**src/rtl/core/square_period_write_sequencer_top_defines.svh**
```systemverilog
// assertion macros used by the write sequencer back end
`ifndef SQUARE_PERIOD_WRITE_SEQUENCER_TOP_DEFINES_SVH
`define SQUARE_PERIOD_WRITE_SEQUENCER_TOP_DEFINES_SVH

`ifndef SYNTHESIS
// same-cycle implication, sampled on clk, off during rst
`define SPWS_ASSERT_IMP(lbl, ante, cons, msg) \
  lbl: assert property (@(posedge clk) disable iff (rst) (ante) |-> (cons)) else $error(msg);
// next-cycle implication, sampled on clk, off during rst
`define SPWS_ASSERT_NXT(lbl, ante, cons, msg) \
  lbl: assert property (@(posedge clk) disable iff (rst) (ante) |=> (cons)) else $error(msg);
`else
`define SPWS_ASSERT_IMP(lbl, ante, cons, msg)
`define SPWS_ASSERT_NXT(lbl, ante, cons, msg)
`endif

`endif

```
**src/rtl/core/spws_pkg.sv**
```systemverilog
// types and constants of the square period write sequencer
package spws_pkg;

  localparam logic CMD_SET     = 1'b0;
  localparam logic CMD_REFRESH = 1'b1;

  localparam logic [4:0] ADDR_VOL   = 5'h00;
  localparam logic [4:0] ADDR_SWEEP = 5'h01;
  localparam logic [4:0] ADDR_LO    = 5'h02;
  localparam logic [4:0] ADDR_HI    = 5'h03;
  localparam logic [4:0] ADDR_MODE  = 5'h17;
  localparam logic [4:0] ADDR_END   = 5'h1F;

  localparam logic [7:0] CTRL_FIXED   = 8'h30;
  localparam logic [7:0] MODE_ENTER   = 8'h40;
  localparam logic [7:0] MODE_EXIT    = 8'hC0;
  localparam logic [7:0] SWEEP_UP     = 8'h87;
  localparam logic [7:0] SWEEP_DOWN   = 8'h8F;
  localparam logic [7:0] SWEEP_OFF    = 8'h0F;
  localparam logic [7:0] LO_FILL_UP   = 8'hFF;
  localparam logic [7:0] LO_FILL_DOWN = 8'h00;
  localparam logic [7:0] END_DATA     = 8'h00;

  localparam logic [2:0] PHASE_LAST = 3'd4;

  typedef struct packed {
    logic        refresh;
    logic        held;
    logic        up;
    logic        changed;
    logic [2:0]  steps;
    logic [7:0]  ctrl;
    logic [10:0] period;
  } spws_desc_t;

  typedef enum logic [2:0] {
    ST_START,
    ST_CTRL,
    ST_HIGH,
    ST_STEP,
    ST_LOW,
    ST_END
  } spws_state_t;

endpackage

```
**src/rtl/core/spws_front.sv**
```systemverilog
// front end: classifies each command and tracks the current period
module spws_front import spws_pkg::*; (
  input  logic        clk,
  input  logic        rst,
  input  logic        accept,
  input  logic        cmd,
  input  logic [10:0] new_period,
  input  logic        notes_held,
  input  logic [3:0]  volume,
  input  logic [1:0]  duty,
  output spws_desc_t  desc
);

  logic [10:0] current_period;
  logic [2:0]  new_hi;
  logic [2:0]  cur_hi;
  logic        rising;

  assign new_hi = new_period[10:8];
  assign cur_hi = current_period[10:8];
  assign rising = new_period > current_period;

  always_comb begin
    desc.refresh = (cmd == CMD_REFRESH);
    desc.held    = notes_held;
    desc.up      = rising;
    desc.changed = (new_period != current_period);
    desc.steps   = rising ? (new_hi - cur_hi) : (cur_hi - new_hi);
    desc.ctrl    = {duty, 2'b00, volume} | CTRL_FIXED;
    desc.period  = new_period;
  end

  always_ff @(posedge clk) begin
    if (rst) begin
      current_period <= 11'd0;
    end else if (accept && (cmd == CMD_SET)) begin
      current_period <= new_period;
    end
  end

endmodule

```
**src/rtl/core/spws_queue.sv**
```systemverilog
// small descriptor queue between front and back end
module spws_queue import spws_pkg::*; #(
  parameter int DEPTH = 2
) (
  input  logic       clk,
  input  logic       rst,
  input  logic       wr_en,
  input  spws_desc_t wr_desc,
  output logic       q_full,
  input  logic       rd_en,
  output spws_desc_t rd_desc,
  output logic       rd_valid
);

  localparam int PW = $clog2(DEPTH);
  localparam int CW = $clog2(DEPTH + 1);
  localparam logic [PW-1:0] PTR_LAST = PW'(DEPTH - 1);
  localparam logic [CW-1:0] CNT_FULL = CW'(DEPTH);

  spws_desc_t    slots [DEPTH];
  logic [PW-1:0] wr_ptr;
  logic [PW-1:0] rd_ptr;
  logic [CW-1:0] count;
  logic          do_wr;
  logic          do_rd;

  assign q_full   = (count == CNT_FULL);
  assign rd_valid = (count != '0);
  assign rd_desc  = slots[rd_ptr];
  assign do_wr    = wr_en && !q_full;
  assign do_rd    = rd_en && rd_valid;

  always_ff @(posedge clk) begin
    if (do_wr) begin
      slots[wr_ptr] <= wr_desc;
    end
  end

  always_ff @(posedge clk) begin
    if (rst) begin
      wr_ptr <= '0;
      rd_ptr <= '0;
      count  <= '0;
    end else begin
      if (do_wr) begin
        wr_ptr <= (wr_ptr == PTR_LAST) ? '0 : wr_ptr + 1'b1;
      end
      if (do_rd) begin
        rd_ptr <= (rd_ptr == PTR_LAST) ? '0 : rd_ptr + 1'b1;
      end
      if (do_wr && !do_rd) begin
        count <= count + 1'b1;
      end else if (do_rd && !do_wr) begin
        count <= count - 1'b1;
      end
    end
  end

endmodule

```
**src/rtl/core/spws_back.sv**
```systemverilog
// back end: expands one descriptor into register writes
module spws_back import spws_pkg::*; (
  input  logic       clk,
  input  logic       rst,
  input  spws_desc_t head,
  input  logic       head_valid,
  output logic       head_pop,
  input  logic       pop,
  output logic       empty,
  output logic [4:0] reg_addr,
  output logic [7:0] reg_data,
  output logic       last_write
);

`include "square_period_write_sequencer_top_defines.svh"

  spws_state_t state;
  spws_state_t state_next;
  spws_state_t entry;
  spws_state_t sel;
  logic [2:0]  phase;
  logic [2:0]  phase_next;
  logic [2:0]  step_idx;
  logic [2:0]  step_idx_next;
  logic        out_valid;
  logic        adv;
  logic        go;
  logic [4:0]  wr_addr;
  logic [7:0]  wr_data;
  logic        wr_last;

  assign empty = !out_valid;
  assign adv   = !out_valid || pop;
  assign go    = adv && head_valid;

  // first write kind of a fresh descriptor
  always_comb begin
    if (head.refresh || !head.held) begin
      entry = ST_CTRL;
    end else if (head.steps != 3'd0) begin
      entry = ST_STEP;
    end else begin
      entry = ST_LOW;
    end
  end

  assign sel      = (state == ST_START) ? entry : state;
  assign head_pop = go && (sel == ST_END);

  // write selected by the current step
  always_comb begin
    wr_addr = ADDR_END;
    wr_data = END_DATA;
    wr_last = 1'b0;
    case (sel)
      ST_CTRL: begin
        wr_addr = ADDR_VOL;
        wr_data = head.ctrl;
      end
      ST_HIGH: begin
        wr_addr = ADDR_HI;
        wr_data = {5'd0, head.period[10:8]};
      end
      ST_STEP: begin
        case (phase)
          3'd0: begin
            wr_addr = ADDR_MODE;
            wr_data = MODE_ENTER;
          end
          3'd1: begin
            wr_addr = ADDR_LO;
            wr_data = head.up ? LO_FILL_UP : LO_FILL_DOWN;
          end
          3'd2: begin
            wr_addr = ADDR_SWEEP;
            wr_data = head.up ? SWEEP_UP : SWEEP_DOWN;
          end
          3'd3: begin
            wr_addr = ADDR_MODE;
            wr_data = MODE_EXIT;
          end
          default: begin
            wr_addr = ADDR_SWEEP;
            wr_data = SWEEP_OFF;
          end
        endcase
      end
      ST_LOW: begin
        wr_addr = ADDR_LO;
        wr_data = head.period[7:0];
      end
      ST_END: begin
        wr_addr = ADDR_END;
        wr_data = END_DATA;
        wr_last = 1'b1;
      end
      default: begin
        wr_addr = ADDR_END;
        wr_data = END_DATA;
      end
    endcase
  end

  // next state
  always_comb begin
    state_next    = state;
    phase_next    = phase;
    step_idx_next = step_idx;
    if (go) begin
      phase_next    = 3'd0;
      step_idx_next = 3'd0;
      case (sel)
        ST_CTRL: begin
          if (head.refresh) begin
            state_next = ST_END;
          end else if (head.changed) begin
            state_next = ST_HIGH;
          end else begin
            state_next = ST_LOW;
          end
        end
        ST_HIGH: state_next = ST_LOW;
        ST_STEP: begin
          state_next = ST_STEP;
          if (phase != PHASE_LAST) begin
            phase_next    = phase + 3'd1;
            step_idx_next = step_idx;
          end else if (step_idx == head.steps - 3'd1) begin
            state_next = ST_LOW;
          end else begin
            step_idx_next = step_idx + 3'd1;
          end
        end
        ST_LOW:  state_next = ST_END;
        ST_END:  state_next = ST_START;
        default: state_next = ST_START;
      endcase
    end
  end

  always_ff @(posedge clk) begin
    if (rst) begin
      state     <= ST_START;
      phase     <= 3'd0;
      step_idx  <= 3'd0;
      out_valid <= 1'b0;
    end else begin
      state    <= state_next;
      phase    <= phase_next;
      step_idx <= step_idx_next;
      if (go) begin
        out_valid <= 1'b1;
      end else if (pop) begin
        out_valid <= 1'b0;
      end
    end
  end

  always_ff @(posedge clk) begin
    if (go) begin
      reg_addr   <= wr_addr;
      reg_data   <= wr_data;
      last_write <= wr_last;
    end
  end

  `SPWS_ASSERT_IMP(a_last_at_end, out_valid && last_write, reg_addr == ADDR_END, "last word not at end address")
  `SPWS_ASSERT_IMP(a_phase_range, state == ST_STEP, phase <= PHASE_LAST, "sweep phase out of range")
  `SPWS_ASSERT_IMP(a_step_bound, state == ST_STEP, head_valid && (step_idx < head.steps), "sweep count overrun")
  `SPWS_ASSERT_IMP(a_mid_head, state != ST_START, head_valid, "descriptor lost mid sequence")
  `SPWS_ASSERT_NXT(a_pop_restart, head_pop, state == ST_START, "pop without restart")

endmodule

```
**src/rtl/core/square_period_write_sequencer_top.sv**
```systemverilog
// top level of the square period write sequencer
// usage:
// - input side is a queue: drive cmd, new_period, notes_held, volume, duty
//   and raise push; the word is taken on a clock edge with push high and
//   full low
// - output side is a queue: while empty is low, reg_addr / reg_data /
//   last_write show the oldest register write; raise pop to take it
// - every command turns into 2 to 37 writes; last_write marks the closing
//   write to the end address
// - when the block is idle, a taken command is written into the descriptor
//   queue; its first write is then registered in the back end output
//   register, where it shows on the output ports and can be popped
// - throughput: one write per cycle out of the back end while the receiver
//   pops each write
// - the front end classifies and updates the stored period at once, so up to
//   QUEUE_DEPTH commands wait in the descriptor queue while the back end runs
// - when the receiver stalls, the output register holds its write, the back
//   end waits and full rises once the queue fills
// - reset (rst, synchronous) clears the stored period to zero, empties the
//   queue and the output register
module square_period_write_sequencer_top import spws_pkg::*; #(
  parameter int QUEUE_DEPTH = 2
) (
  input  logic        clk,
  input  logic        rst,
  input  logic        push,
  output logic        full,
  input  logic        cmd,
  input  logic [10:0] new_period,
  input  logic        notes_held,
  input  logic [3:0]  volume,
  input  logic [1:0]  duty,
  output logic        empty,
  input  logic        pop,
  output logic [4:0]  reg_addr,
  output logic [7:0]  reg_data,
  output logic        last_write
);

  spws_desc_t front_desc;  // classified command from the front end
  spws_desc_t head_desc;   // oldest queued command
  logic       head_valid;
  logic       head_pop;
  logic       accept;

  // a word is taken whenever push is high and the queue has room
  assign accept = push && !full;

  spws_front u_front (
    .clk        (clk),
    .rst        (rst),
    .accept     (accept),
    .cmd        (cmd),
    .new_period (new_period),
    .notes_held (notes_held),
    .volume     (volume),
    .duty       (duty),
    .desc       (front_desc)
  );

  // decouples classification from the write expansion
  spws_queue #(
    .DEPTH (QUEUE_DEPTH)
  ) u_queue (
    .clk      (clk),
    .rst      (rst),
    .wr_en    (accept),
    .wr_desc  (front_desc),
    .q_full   (full),
    .rd_en    (head_pop),
    .rd_desc  (head_desc),
    .rd_valid (head_valid)
  );

  // one write per cycle, while the receiver pops, into a single output register
  spws_back u_back (
    .clk        (clk),
    .rst        (rst),
    .head       (head_desc),
    .head_valid (head_valid),
    .head_pop   (head_pop),
    .pop        (pop),
    .empty      (empty),
    .reg_addr   (reg_addr),
    .reg_data   (reg_data),
    .last_write (last_write)
  );

endmodule
```
**config.mk**
```make
export PLATFORM = sky130hd
export DESIGN_NAME = square_period_write_sequencer_top
export DESIGN_NICKNAME = d
export VERILOG_FILES = /design/src/rtl/core/spws_pkg.sv /design/src/rtl/core/spws_front.sv /design/src/rtl/core/spws_queue.sv /design/src/rtl/core/spws_back.sv /design/src/rtl/core/square_period_write_sequencer_top.sv
export VERILOG_INCLUDE_DIRS = /design/src /design/src/rtl/core
export SDC_FILE = /design/constraint.sdc
export NUM_CORES = 1
export LEC_CHECK = 0
export BUFFER_PORTS_ARGS = -buffer_cell sky130_fd_sc_hd__buf_2
export CORE_UTILIZATION = 45
export DETAILED_ROUTE_END_ITERATION = 10
export PLACE_DENSITY = 0.61
export SKIP_LAST_GASP = 1
export SYNTH_ARGS = -nofsm -noshare
export SYNTH_HDL_FRONTEND = slang
export SYNTH_SLANG_ARGS = --single-unit
export TNS_END_PERCENT = 30
```
**constraint.sdc**
```tcl
create_clock -name clk -period 6.88 [get_ports clk]
set_clock_uncertainty 0.05 [all_clocks]
set_input_delay 0.344 -clock clk [delete_from_list [all_inputs] [get_ports clk]]
set_output_delay 0.344 -clock clk [all_outputs]
set_load 0.02 [all_outputs]
```
Word level (Yosys, flattened, before mapping):

Memory sizes are Yosys's and may differ from the RTL's. A register that Yosys moved wholly into a read port is not among the register bits.
Index checks and enable logic that the tools add are counted.
W data, S select, Z words.

* flip-flop bits (word level): 39
* bits in writable memories: 48
* output and inout port bits: 16
* logic and storage cells: 90
* memories kept: 1

Memory list
* u_queue.slots: depth 2, bits a word 24, rd ports 1, clocked after memory_dff 1, wr ports 1, RTL line spws_queue.sv:20 `spws_desc_t slots [DEPTH];`

* $add $sub $neg: 9
* magnitude comparators: 1
* equal/unequal tests: 13
* multiplexer cells: 31
* bitwise operators: 1
* reduce and logical (&&, ||, !) cells: 23

Operators with widths (number)
* $pmux W8 S4: 2
* $mux W3: 13
* $pmux W5 S4: 1
* $eq A3 B2 Y1 const B: 4
* $pmux W3 S4: 1
* $gt A11 B11 Y1: 1
* $ne A11 B11 Y1: 1
* $pmux W5 S2: 1
* $mux W1: 9
* $logic_and A1 B1 Y1: 8
* $mux W8: 1
* $add A3 B1 Y3 const B: 2
* $eq A3 B1 Y1 const B: 2
* $eq A3 B3 Y1 const B: 2
* $logic_not A3 Y1: 2
* $reduce_bool A2 Y1: 3
* $sub A3 B3 Y3: 2
* $logic_not A1 Y1: 5
* $mux W2: 2
* $mux W4: 1
* $eq A3 B3 Y1: 1
* $ne A3 B3 Y1 const B: 1
* $reduce_bool A3 Y1: 1
* $sub A3 B1 Y3 const B: 1
* 9 further kinds: 11

Longest topological paths before layout:

Gate-level depths: netlist of the first run.

* depth in word-level cells: 10
* depth in mapped cells: 12

Modules after synthesis:

A second synthesis of the first run with hierarchy kept.

* cell total of the unflattened synthesis: 378
* area total of the unflattened synthesis: 4495.6 µm²

By module, submodules not included
* spws_queue: times used 1, cells each 106, area an instance 2092.0 µm², sequential area each 1661.6 µm²
* spws_back: times used 1, cells each 144, area an instance 1368.8 µm², sequential area each 590.6 µm²
* spws_front: times used 1, cells each 127, area an instance 1021.0 µm², sequential area each 220.2 µm²
* square_period_write_sequencer_top: times used 1, cells each 1, area an instance 13.8 µm², sequential area each 0.0 µm²

Worst setup path after synthesis of the first run:

OpenSTA, ideal clock, no wires.

* kind: reg2reg
* from: register (tool-made name)
* to: register u_back.state[2]
* arrival time: 2431 ps
* slack: 4303 ps
* cell stages (with the launch flop): 13
* buffers on the path: 3
* period minus slack after synthesis: 2577 ps
* cells stage by stage: dfxtp_1 buf_6 buf_2 buf_2 mux2i_1 ha_1 ha_1 xor2_1 nand2_1 nor3_1 o21ai_0 a21o_1 a221oi_1

RTL lines
* end signal, assigned: RTL line spws_back.sv:148 `state <= state_next;`
* end, declared: RTL line spws_back.sv:17 `spws_state_t state;`

Worst setup path after layout of the first run:

* from: register u_queue.count[1]
* to: register u_queue.count[1]

* word-level cells in the longest chain between the ends: 7

Ends and longest elaborated chain
* start, declared: RTL line spws_queue.sv:23 `logic [CW-1:0] count;`
* start signal, assigned: RTL line spws_queue.sv:52 `count <= count + 1'b1;`
* start signal, assigned: RTL line spws_queue.sv:54 `count <= count - 1'b1;`
* $reduce_bool A2 Y1 (*): RTL line spws_queue.sv:28 `assign rd_valid = (count != '0);`
* $logic_and A1 B1 Y1 (*): RTL line spws_back.sv:34 `assign go = adv && head_valid;`
* via u_back.go: RTL line spws_back.sv:27 `logic go;`
* $logic_and A1 B1 Y1 (*): RTL line spws_back.sv:48 `assign head_pop = go && (sel == ST_END);`
* $logic_and A1 B1 Y1 (*): RTL line spws_queue.sv:31 `assign do_rd = rd_en && rd_valid;`
* $logic_not A1 Y1: RTL line spws_queue.sv:51 `if (do_wr && !do_rd) begin`
* $logic_and A1 B1 Y1: RTL line spws_queue.sv:51
* $mux W2 or $reduce_bool A2 Y1 (tied branches)

The timed path passes the listed nets; every way through them passes the cells marked *. The select of a mux whose other input is x is not followed.
A chain may end at the register's enable or synchronous reset.

==> run summary, run 1 <==
Nets: 429
Slew margin rel.: 21.22%
Register Area: 0.002352 mm²
Max cap viols: 0
Most used flip-flop cell after synthesis: edfxtp_1
Area of the multi-input gates: 0.001615 mm²
Die height: 97.65 µm
First-pass GRT wire length: 12.81 mm
Final Hold Viols: 0
Synth top area cells: edfxtp_1 44%, dfxtp_1 13%, mux2i_1 8.5%
Maximum VDD drop: 0.1045 mV
Clock power share: 24.2%
IO Count: 39
RSZ-0062 raised after global routing: no
Hold crit path type: primary input to flop
R2r setup slk: 4290 ps
Die width: 97.65 µm
Core area: 0.008806 mm²
Total vias in the final route: 2617
Worst setup SP type: flop
Synth area leader: edfxtp_1
Drt wl/cell: 15.39 µm
Post-CTS Setup Bufs: 0
H-tree Lvls: 3
Required @ worst endpoint: 7130 ps
Post-route cell area: 0.004606 mm²
Post-CTS Hold Buffers: 0
Antenna violations before repair: 0
Fmax: 386.0 MHz
Area Overhead vs Synth: 11.88%
RePlAce Congestion: 0.8731
Asr flop ratio synth: 0%
Syn nets: 389
Via density: 5.298
CP Capture Type: flop
P per Cell Area: 333.2 mW/mm²
Total power: 1.534 mW
Die area: 0.009535 mm²
WS Path Type: flop to flop
Num CTS Buffers: 9
Max Root-Sink Buffers: 2
Total Wirelength: 7.601 mm
Final ANT Viol Nets: 0
EDFF count, synth: 61
Leakage: 1.733 nW
Row count: 34
Top cell type's share of synthesized area: 44.50%
Largest fanout on the critical path: 19
Sw frac: 34.16%
Outcome: complete, but fails checks
FF+latch count, synth: 87
Largest net degree at the start of global routing: 27
Placed instance area: 0.004402 mm²
Comb pwr share: 28.5%
Post-CTS Resized: 0
Clk sink count: 87
Reg power frac: 47.3%
Switch Pwr: 0.5241 mW
Detailed Place HPWL: 5.531 mm
Yosys warns: 0
Layout cell share with drive strength beyond 1: 17.36%
Setup_tns: 0 ps
Internal power: 1.010 mW
Initial DRC count: 111
GRT Total Usage: 17.59%
TritonRoute pass-1 iters: 8
Worst EP arrival: 2840 ps
Cells after synthesis: 341
Worst slew pin tran: 1177 ps
Synth unique cells: 55
Antenna cells: 0
Failing checks: DRC
Final Setup Violations: 0
Tcrit/Tclk final: 37.66%
Initial Util: 46.75%
Port buffer count: 38
CTS Root Cell: clkbuf_8
Number of global-route vias before repair: 2524
Remaining DRCs: 10
Sequential fraction of the synthesis area: 57.14%
CTS tree: yes
Avg Synthesized Cell Area: 12.07 µm²
Mapped cell area: 0.004116 mm²
Pins Over Slew Limit: 0
Clk_lat worst skew: 360 ps
Total grt overflow: 0
Min cycle time layout: 2591 ps
Reg clk slew, reported paths: 90 ps
Fillers: 805
WHS: 114.0 ps
synth_stat cells, types with 2 or more instances:
cell / n
edfxtp_1: 61
mux2i_1: 35
nor2_1: 33
dfxtp_1: 26
nand2_1: 26
ha_1: 23
inv_1: 23
a21oi_1: 13
o21ai_0: 10
xor2_1: 8
clkbuf_1: 5
o211ai_1: 5
o22ai_1: 5
buf_2: 4
nand2b_1: 4
or3_1: 4
and2_1: 3
nand3_1: 3
a211oi_2: 2
a21o_1: 2
clkinv_1: 2
fa_1: 2
nand4_1: 2
nor2b_1: 2
nor3_1: 2
o21ai_1: 2
o21bai_1: 2
o221ai_1: 2
o22a_1: 2
o311ai_1: 2
or2_1: 2
state kept, by name, summed over array words and instances, names as in the netlist, named ones only:
name                    cells
u_back.last_write           1
u_front.current_period     11
u_queue.wr_ptr              1
u_queue.rd_ptr              1
u_back.step_idx             3
u_queue.slots              48
u_back.reg_addr             4
u_back.out_valid            1
u_back.phase                3
u_queue.count               2
u_back.reg_data             8
u_back.state                3
cell type report:
type / instances / area share (%)
clock inverter: 7 / 1.739
multi-input combinational: 218 / 35.07
sequential: 87 / 51.07
timing repair buffer: 40 / 4.455
tap: 108 / 2.934
clock buffer: 9 / 2.689
inverter: 25 / 2.037
power by group through the flow:
stage	logic [mW]	registers (mW)	clock network (mW)
finish	0.437	0.725	0.372
global route	0.486	0.736	0.404
CTS	0.440	0.726	0.384
detailed placement	0.438	0.739	0
global placement	0.433	0.735	0
floorplan	0.298	0.758	0
worst max-delay path, stage by stage (launching register included):
cell      delay, ps
dfxtp_1         360
o21ai_2         360
clkinv_1        640
nand2_1         330
ha_1            300
or3_1           350
a21oi_1         140
per-layer routing:
| metal | part of all wire [%] | routed length [µm] | global-route usage [%] | up-vias |
|---|---|---|---|---|
| met5 | 0 | 0 | 0 | - |
| met4 | 1.9 | 142 | 6.177 | 0 |
| met3 | 4.2 | 317 | 5.396 | 13 |
| met2 | 47 | 3587 | 27.22 | 59 |
| met1 | 47 | 3553 | 23.38 | 1235 |
| li1 | - | - | - | 1310 |
through the flow:
step | worst slack, ps | utilization (%) | instances
2_1_floorplan | 4303 | - | 341
3_3_place_gp | 4269 | 49.99 | 478
3_5_place_dp | 4184 | 49.99 | 478
4_1_cts | 4264 | 52.30 | 494
5_1_grt | 4053 | 52.30 | 494
6_report | 4289 | 52.30 | 494
path summary, 6_finish.rpt:
path,from,to,cells past startpoint
setup / recovery,u_queue.count[1],u_queue.count[1],6
hold / removal,volume[1],u_queue.slots[0][12],1
setup reg to reg,u_queue.count[1],u_queue.count[1],6
hold reg to reg,u_front.current_period[4],u_front.current_period[4],2
logic make-up (layout without fill, tap and decap cells):
family | count (synthesis) | after routing | share of synthesized area, %
compound gates | 59 | 59 | 10.00
xor+xnor | 9 | 9 | 1.915
fa+ha+maj | 25 | 25 | 7.964
buf+inv | 36 | 81 | 3.678
flops | 87 | 87 | 57.14
mux | 36 | 36 | 8.784
simple gates | 89 | 89 | 10.52
placed cells by master (no fill, tap or decap), types with 2 or more instances in the layout:
master,netlist,layout
a211oi_2,2,2
a21o_1,2,2
a21oi_1,13,13
and2_1,3,3
buf_2,4,38
buf_4,1,2
clkbuf_8,0,9
clkinv_1,2,3
clkinv_4,0,2
dfxtp_1,26,26
edfxtp_1,61,61
fa_1,2,2
ha_1,23,23
inv_1,23,23
inv_6,0,2
mux2i_1,35,35
nand2_1,26,26
nand2b_1,4,4
nand3_1,3,3
nand4_1,2,2
nor2_1,33,32
nor2b_1,2,2
nor3_1,2,2
o211ai_1,5,5
o21ai_0,10,10
o21ai_1,2,2
o21bai_1,2,2
o221ai_1,2,2
o22a_1,2,2
o22ai_1,5,5
o311ai_1,2,2
or2_1,2,2
or3_1,4,4
xor2_1,8,8
Power figures use the tool's default switching activity.
==> inputs of run 2 (changes only) <==
- clock period: 6.88 -> 2.7 ns (I/O delays scaled with it)
==> run 2 against run 1 <==
Net effect: the flow still finishes with violations (DRC); largest power group unchanged; first-iteration DRC count decreased by 35%; register-to-register slack worse by 4000 ps; clock power grew to 2.7 times the previous value; critical path type unchanged; die area stayed put.
==> run summary, run 2 (synthesis gave the netlist of run 1 again) <==
Outcome: complete, but fails checks (unchanged)
Final Setup Violations: 0 (unchanged)
Reg-to-reg critical path endpoint: u_back.state[2] (was u_queue.count[1])
Via density: 5.198 (was 5.298)
GRT Total Usage: 17.68% (was 17.59%)
Post-CTS Resized: 0 (unchanged)
Final Hold Viols: 0 (unchanged)
Slew margin rel.: 70.48% (was 21.22%)
Min cycle time layout: 2407 ps (was 2591 ps)
Tcrit/Tclk final: 89.16% (was 37.66%)
Biggest regs: u_queue.slots: 48 flops, u_front.current_period: 11 flops, u_back.reg_data: 8 flops (unchanged)
Maximum VDD drop: 0.2998 mV (was 0.1045 mV)
Hold Crit Depth: 1 (unchanged)
CP Capture Type: flop (unchanged)
Clk_lat worst skew: 360 ps (about the same)
First-pass GRT wire length: 12.77 mm (was 12.81 mm)
Initial DRC count: 72 (was 111)
Crit path max-delay family: compound AO/OA/AOI/OAI gates (was simple AND/OR/NAND/NOR gates)
Clk sink count: 87 (unchanged)
Worst EP arrival: 2620 ps (was 2840 ps)
Detailed Place HPWL: 5.527 mm (was 5.531 mm)
Final ANT Viol Nets: 0 (unchanged)
Top cell by count, worst path: ha_1
Layout Cells excl Fill: 514 (was 494)
Antenna cells: 0 (unchanged)
Cell Chain, Critical Path: mux2i_1 > ha_1 > ha_1 > xor2_1 > nand2_1 > nor3_1 > o21ai_0 > a21o_1 > a221oi_1 (was o21ai_2 > clkinv_1 > nand2_1 > ha_1 > or3_1 > a21oi_1)
TritonRoute pass-1 iters: 8 (unchanged)
CTS Root Cell: clkbuf_8 (unchanged)
Core area: 0.008806 mm² (unchanged)
Number of global-route vias before repair: 2576 (was 2524)
Leading cell type in the layout, fill and taps excluded: edfxtp_1 (unchanged)
Row count: 34 (unchanged)
WS Path Type: flop to flop (unchanged)
Max cap viols: 0 (unchanged)
P per Cell Area: 831.1 mW/mm² (was 333.2 mW/mm²)
Placed cells: 481 (was 478)
IO Count: 39 (unchanged)
Pins Over Slew Limit: 0 (unchanged)
Critical Path Slowest Stage Cell: dfxtp_1 (was clkinv_1)
Hold EP: u_queue.slots[0][8] (was u_queue.slots[0][12])
Reg clk slew, reported paths: 90 ps (about the same)
Max Root-Sink Buffers: 2 (unchanged)
Area Overhead vs Synth: 17.11% (was 11.88%)
RePlAce Congestion: 0.8552 (was 0.8731)
Worst setup SP type: flop (unchanged)
Utilization after layout: 54.75% (was 52.30%)
Required @ worst endpoint: 2920 ps (was 7130 ps)
CTS tree: yes (unchanged)
Met3 WL: 215 µm (was 317 µm)
Leakage: 1.832 nW (was 1.733 nW)
H-tree Lvls: 3 (unchanged)
Setup_tns: 0 ps (unchanged)
WL met1: 3.564 mm (was 3.553 mm)
Port buffer count: 38 (unchanged)
Layout cell share with drive strength beyond 1: 17.49% (was 17.36%)
WHS: 1.633 ps (was 114.0 ps)
Hold path startpoint: new_period[8] (was volume[1])
Largest net degree at the start of global routing: 25 (was 27)
Antenna violations before repair: 0 (unchanged)
Worst path max stage delay: 470 ps (was 640 ps)
Most frequent cells in the layout: 61 x edfxtp_1, 38 x buf_2, 35 x mux2i_1, 32 x nor2_1 (unchanged)
Max reg flops: 48 (unchanged)
Post-route cell area: 0.004821 mm² (was 0.004606 mm²)
Total vias in the final route: 2672 (was 2617)
Die height: 97.65 µm (unchanged)
Nets: 449 (was 429)
Total Wirelength: 7.606 mm (was 7.601 mm)
R2r setup slk: 290 ps (was 4290 ps)
Num CTS Buffers: 9 (unchanged)
Largest fanout on the critical path: 6 (was 19)
Worst slew pin tran: 442.3 ps (was 1177 ps)
Remaining DRCs: 10 (unchanged)
Worst reg-to-reg path cell count: 9 (was 6)
Placed instance area: 0.004424 mm² (was 0.004402 mm²)
Post-CTS Setup Bufs: 0 (unchanged)
Fmax: 415.4 MHz (was 386.0 MHz)
Top reg by flops: u_queue.slots (unchanged)
Hold crit path type: primary input to flop (unchanged)
Total grt overflow: 0 (unchanged)
Drt wl/cell: 14.80 µm (was 15.39 µm)
Met2 wire length: 3.695 mm (was 3.587 mm)
Crit path buf inv count: 0 (was 1)
Fillers: 759 (was 805)
Post-CTS Hold Buffers: 17 (was 0)
Failing checks: DRC (unchanged)
DR top layer: met4 (unchanged)
Die width: 97.65 µm (unchanged)
Initial Util: 46.75% (unchanged)
RSZ-0062 raised after global routing: no (unchanged)
Die area: 0.009535 mm² (unchanged)
-- run 2: report_power, final --
group	switching [mW]	internal, mW
registers	0.137	1.72
logic	0.688	0.440
clock network	0.490	0.534
-- run 2: stage by stage --
stage	setup WS (ps)	total power, mW
floorplan	123.2	2.689
global placement	438.2	2.983
detailed placement	338.0	2.996
CTS	304.1	4.029
global route	90.11	4.243
finish	292.8	4.007
-- run 2: area by class of cell --
| cell class | count | area [µm²] | area share (%) |
|---|---|---|---|
| flip-flops and latches | 87 | 2352 | 48.79 |
| repair buffers | 60 | 397.9 | 8.253 |
| well taps | 108 | 135.1 | 2.803 |
| clock buffers | 9 | 123.9 | 2.569 |
| multi-input cells | 218 | 1615 | 33.51 |
| clock inverters | 7 | 102.6 | 2.128 |
| inverters | 25 | 93.84 | 1.947 |
-- run 2: worst register-to-register path: cells and delay by family, from the launching register on --
kind	cells	cell delay (ps)
adders and majority gates	2	420
and+or+nand+nor	2	320
xor gates and xnor gates	1	150
AOI/OAI and AO/OA	3	600
DFF	1	470
muxes	1	300
-- run 2: routing by layer --
metal	vias to the layer above	track usage, %
li1	1358	-
met1	1261	22.98
met2	43	28.64
met3	10	3.597
met4	0	7.692
met5	-	0
-- run 2: how the worst max path moves through the flow --
stage	startpoint	to	cells past startpoint
finish	flop	u_back.state[2]	9
global route	new_period[10]	u_queue.slots[0][19]	9
CTS	flop	u_back.state[2]	9
detailed placement	flop	u_back.state[2]	9
global placement	new_period[8]	u_queue.slots[0][19]	9
floorplan	flop	u_back.state[2]	12
==> inputs of run 3 (changes only) <==
- CORE_ASPECT_RATIO: default -> 0.9
- REMOVE_ABC_BUFFERS: default -> 1
==> run 3 against run 2 <==
Net effect: the run now ends clean; die area did not move; via count rose by 2.2%; worst hold slack better by 14 ps; global-route usage is essentially flat; final cell count grew 2.7%; flip-flop and latch count is the same; setup slack worse by 22 ps; critical path type is now primary input to flop.
==> run summary, run 3 (synthesis gave the netlist of run 1 again) <==
Cell Chain, Critical Path: dlygate4sd3_1 > buf_2 > inv_1 > ha_1 > a21oi_1 > o21ai_0 > a2111oi_2 > a21oi_2 > mux2i_1 > xor2_1 (was mux2i_1 > ha_1 > ha_1 > xor2_1 > nand2_1 > nor3_1 > o21ai_0 > a21o_1 > a221oi_1)
First-pass GRT wire length: 12.42 mm (was 12.77 mm)
Remaining DRCs: 0 (was 10)
DP Worst Slack: 268.0 ps (was 338.0 ps)
Post-route cell area: 0.004855 mm² (was 0.004821 mm²)
Drt wl/cell: 15.07 µm (was 14.80 µm)
Nets: 452 (was 449)
Register Area: 0.002352 mm² (unchanged)
Utilization after layout: 55.62% (was 54.75%)
Required @ worst endpoint: 2740 ps (was 2920 ps)
Pins Over Slew Limit: 0 (unchanged)
Total power: 3.970 mW (was 4.007 mW)
Final ANT Viol Nets: 0 (unchanged)
Most frequent cells in the layout: 61 x edfxtp_1, 38 x buf_2, 35 x mux2i_1, 32 x nor2_1 (unchanged)
Met3 WL: 300 µm (was 215 µm)
Hold path startpoint: new_period[9] (was new_period[8])
Tcrit/Tclk final: 89.96% (was 89.16%)
Clock power share: 24.4% (was 25.6%)
Top reg by flops: u_queue.slots (unchanged)
Sw frac: 32.48% (was 32.85%)
Initial DRC count: 92 (was 72)
Core area: 0.008728 mm² (was 0.008806 mm²)
CP Capture Type: flop (unchanged)
Largest fanout on the critical path: 6 (unchanged)
Met2 wire length: 3.746 mm (was 3.695 mm)
Crit path from: new_period[8]
Leading cell type in the layout, fill and taps excluded: edfxtp_1 (unchanged)
H-tree Lvls: 3 (unchanged)
Detailed Place HPWL: 5.659 mm (was 5.527 mm)
Clk_lat worst skew: 360 ps (about the same)
Hold crit path type: primary input to flop (unchanged)
Die width: 102.8 µm (was 97.65 µm)
Worst EP arrival: 2470 ps (was 2620 ps)
Critical Path Slowest Stage Cell: dlygate4sd3_1 (was dfxtp_1)
Placed instance area: 0.004453 mm² (was 0.004424 mm²)
Min cycle time layout: 2429 ps (was 2407 ps)
WHS: 15.36 ps (was 1.633 ps)
Max reg flops: 48 (unchanged)
Crit path max-delay family: compound AO/OA/AOI/OAI gates (unchanged)
CTS Root Cell: clkbuf_8 (unchanged)
Row count: 32 (was 34)
Max Root-Sink Buffers: 2 (unchanged)
Outcome: finished, final reports clean (was complete, but fails checks)
Slew margin rel.: 69.16% (was 70.48%)
WL met1: 3.816 mm (was 3.564 mm)
Fmax: 411.7 MHz (was 415.4 MHz)
RePlAce Congestion: 0.9718 (was 0.8552)
Via density: 5.174 (was 5.198)
Total grt overflow: 0 (unchanged)
R2r setup slk: 370 ps (was 290 ps)
Layout cell share with drive strength beyond 1: 17.60% (was 17.49%)
Port buffer count: 38 (unchanged)
Internal power: 2.681 mW (was 2.690 mW)
Switch Pwr: 1.290 mW (was 1.316 mW)
Biggest regs: u_queue.slots: 48 flops, u_front.current_period: 11 flops, u_back.reg_data: 8 flops (unchanged)
Crit path buf inv count: 3 (was 0)
CTS tree: yes (unchanged)
Largest net degree at the start of global routing: 25 (unchanged)
Leakage: 1.834 nW (was 1.832 nW)
Max cap viols: 0 (unchanged)
WS Path Type: primary input to flop (was flop to flop)
Initial Util: 47.16% (was 46.75%)
GRT Total Usage: 17.71% (was 17.68%)
Final Hold Viols: 0 (unchanged)
Worst slew pin tran: 461.9 ps (was 442.3 ps)
Comb pwr share: 29.0% (was 28.2%)
RSZ-0062 raised after global routing: no (unchanged)
Worst path max stage delay: 520 ps (was 470 ps)
Area Overhead vs Synth: 17.93% (was 17.11%)
IO Count: 39 (unchanged)
Antenna violations before repair: 0 (unchanged)
Fillers: 795 (was 759)
Reg clk slew, reported paths: 80 ps (was 90 ps)
Die area: 0.009535 mm² (unchanged)
Num CTS Buffers: 9 (unchanged)
Final worst slack: 271.2 ps (was 292.8 ps)
Total vias in the final route: 2732 (was 2672)
TritonRoute pass-1 iters: 4 (was 8)
P per Cell Area: 817.8 mW/mm² (was 831.1 mW/mm²)
Final Setup Violations: 0 (unchanged)
Reg power frac: 46.6% (was 46.3%)
Total Wirelength: 7.957 mm (was 7.606 mm)
Maximum VDD drop: 0.4392 mV (was 0.2998 mV)
Number of global-route vias before repair: 2464 (was 2576)
DR top layer: met4 (unchanged)
Area of the multi-input gates: 0.001625 mm² (was 0.001615 mm²)
Worst setup SP type: primary input (was flop)
Antenna cells: 0 (unchanged)
Clk sink count: 87 (unchanged)
Die height: 92.74 µm (was 97.65 µm)
## run 3: cell type report
class	count	area share (%)
Tap cell	119	3.067
Sequential cell	87	48.45
Inverter	25	1.933
Multi-Input combinational cell	218	33.48
Clock inverter	6	1.727
Clock buffer	10	2.629
Timing Repair Buffer	63	8.711
## run 3: through the flow
step / setup TNS (ps) / std cells
5_1_grt: 0 / 528
4_1_cts: 0 / 528
6_report: 0 / 528
2_1_floorplan: -177.7 / 330
3_3_place_gp: 0 / 494
3_5_place_dp: 0 / 494
## run 3: worst reg2reg max path, cell delays in order, from the launching register on
cell	delay, ps
dfxtp_1	410
buf_4	310
mux2i_1	240
ha_1	260
xor2_1	130
nand2_1	80
nor3_1	210
o21ai_0	130
a21o_1	200
a221oi_1	240
## run 3: worst paths after layout
check	endpoint	cells past startpoint
max	u_queue.slots[1][19]	10
min	u_queue.slots[1][9]	1
max reg2reg	u_back.state[2]	9
min reg2reg	u_front.current_period[4]	2
## run 3: what timing repair did
| item | CTS | global route |
|---|---|---|
| hold endpoints to repair | 36 | 0 |
| buffers inserted | 0 | 0 |
| hold buffers | 18 | 0 |
| endpoints found under the setup margin | 0 | 2 |
| gates resized for setup | 0 | 3 |
## run 3: power by group through the flow
stage | Sequential [mW] | Clock [mW] | Combinational, mW
floorplan | 1.97 | 0 | 0.688
detailed placement | 1.88 | 0 | 1.12
finish | 1.85 | 0.967 | 1.15
global placement | 1.88 | 0 | 1.11
global route | 1.88 | 1.05 | 1.27
CTS | 1.85 | 0.994 | 1.15
## run 3: routing by layer
| layer | track usage (%) | vias to the layer above |
|---|---|---|
| li1 | - | 1359 |
| met4 | 4.812 | 0 |
| met5 | 0 | - |
| met1 | 23.73 | 1318 |
| met2 | 27.61 | 43 |
| met3 | 5.509 | 12 |
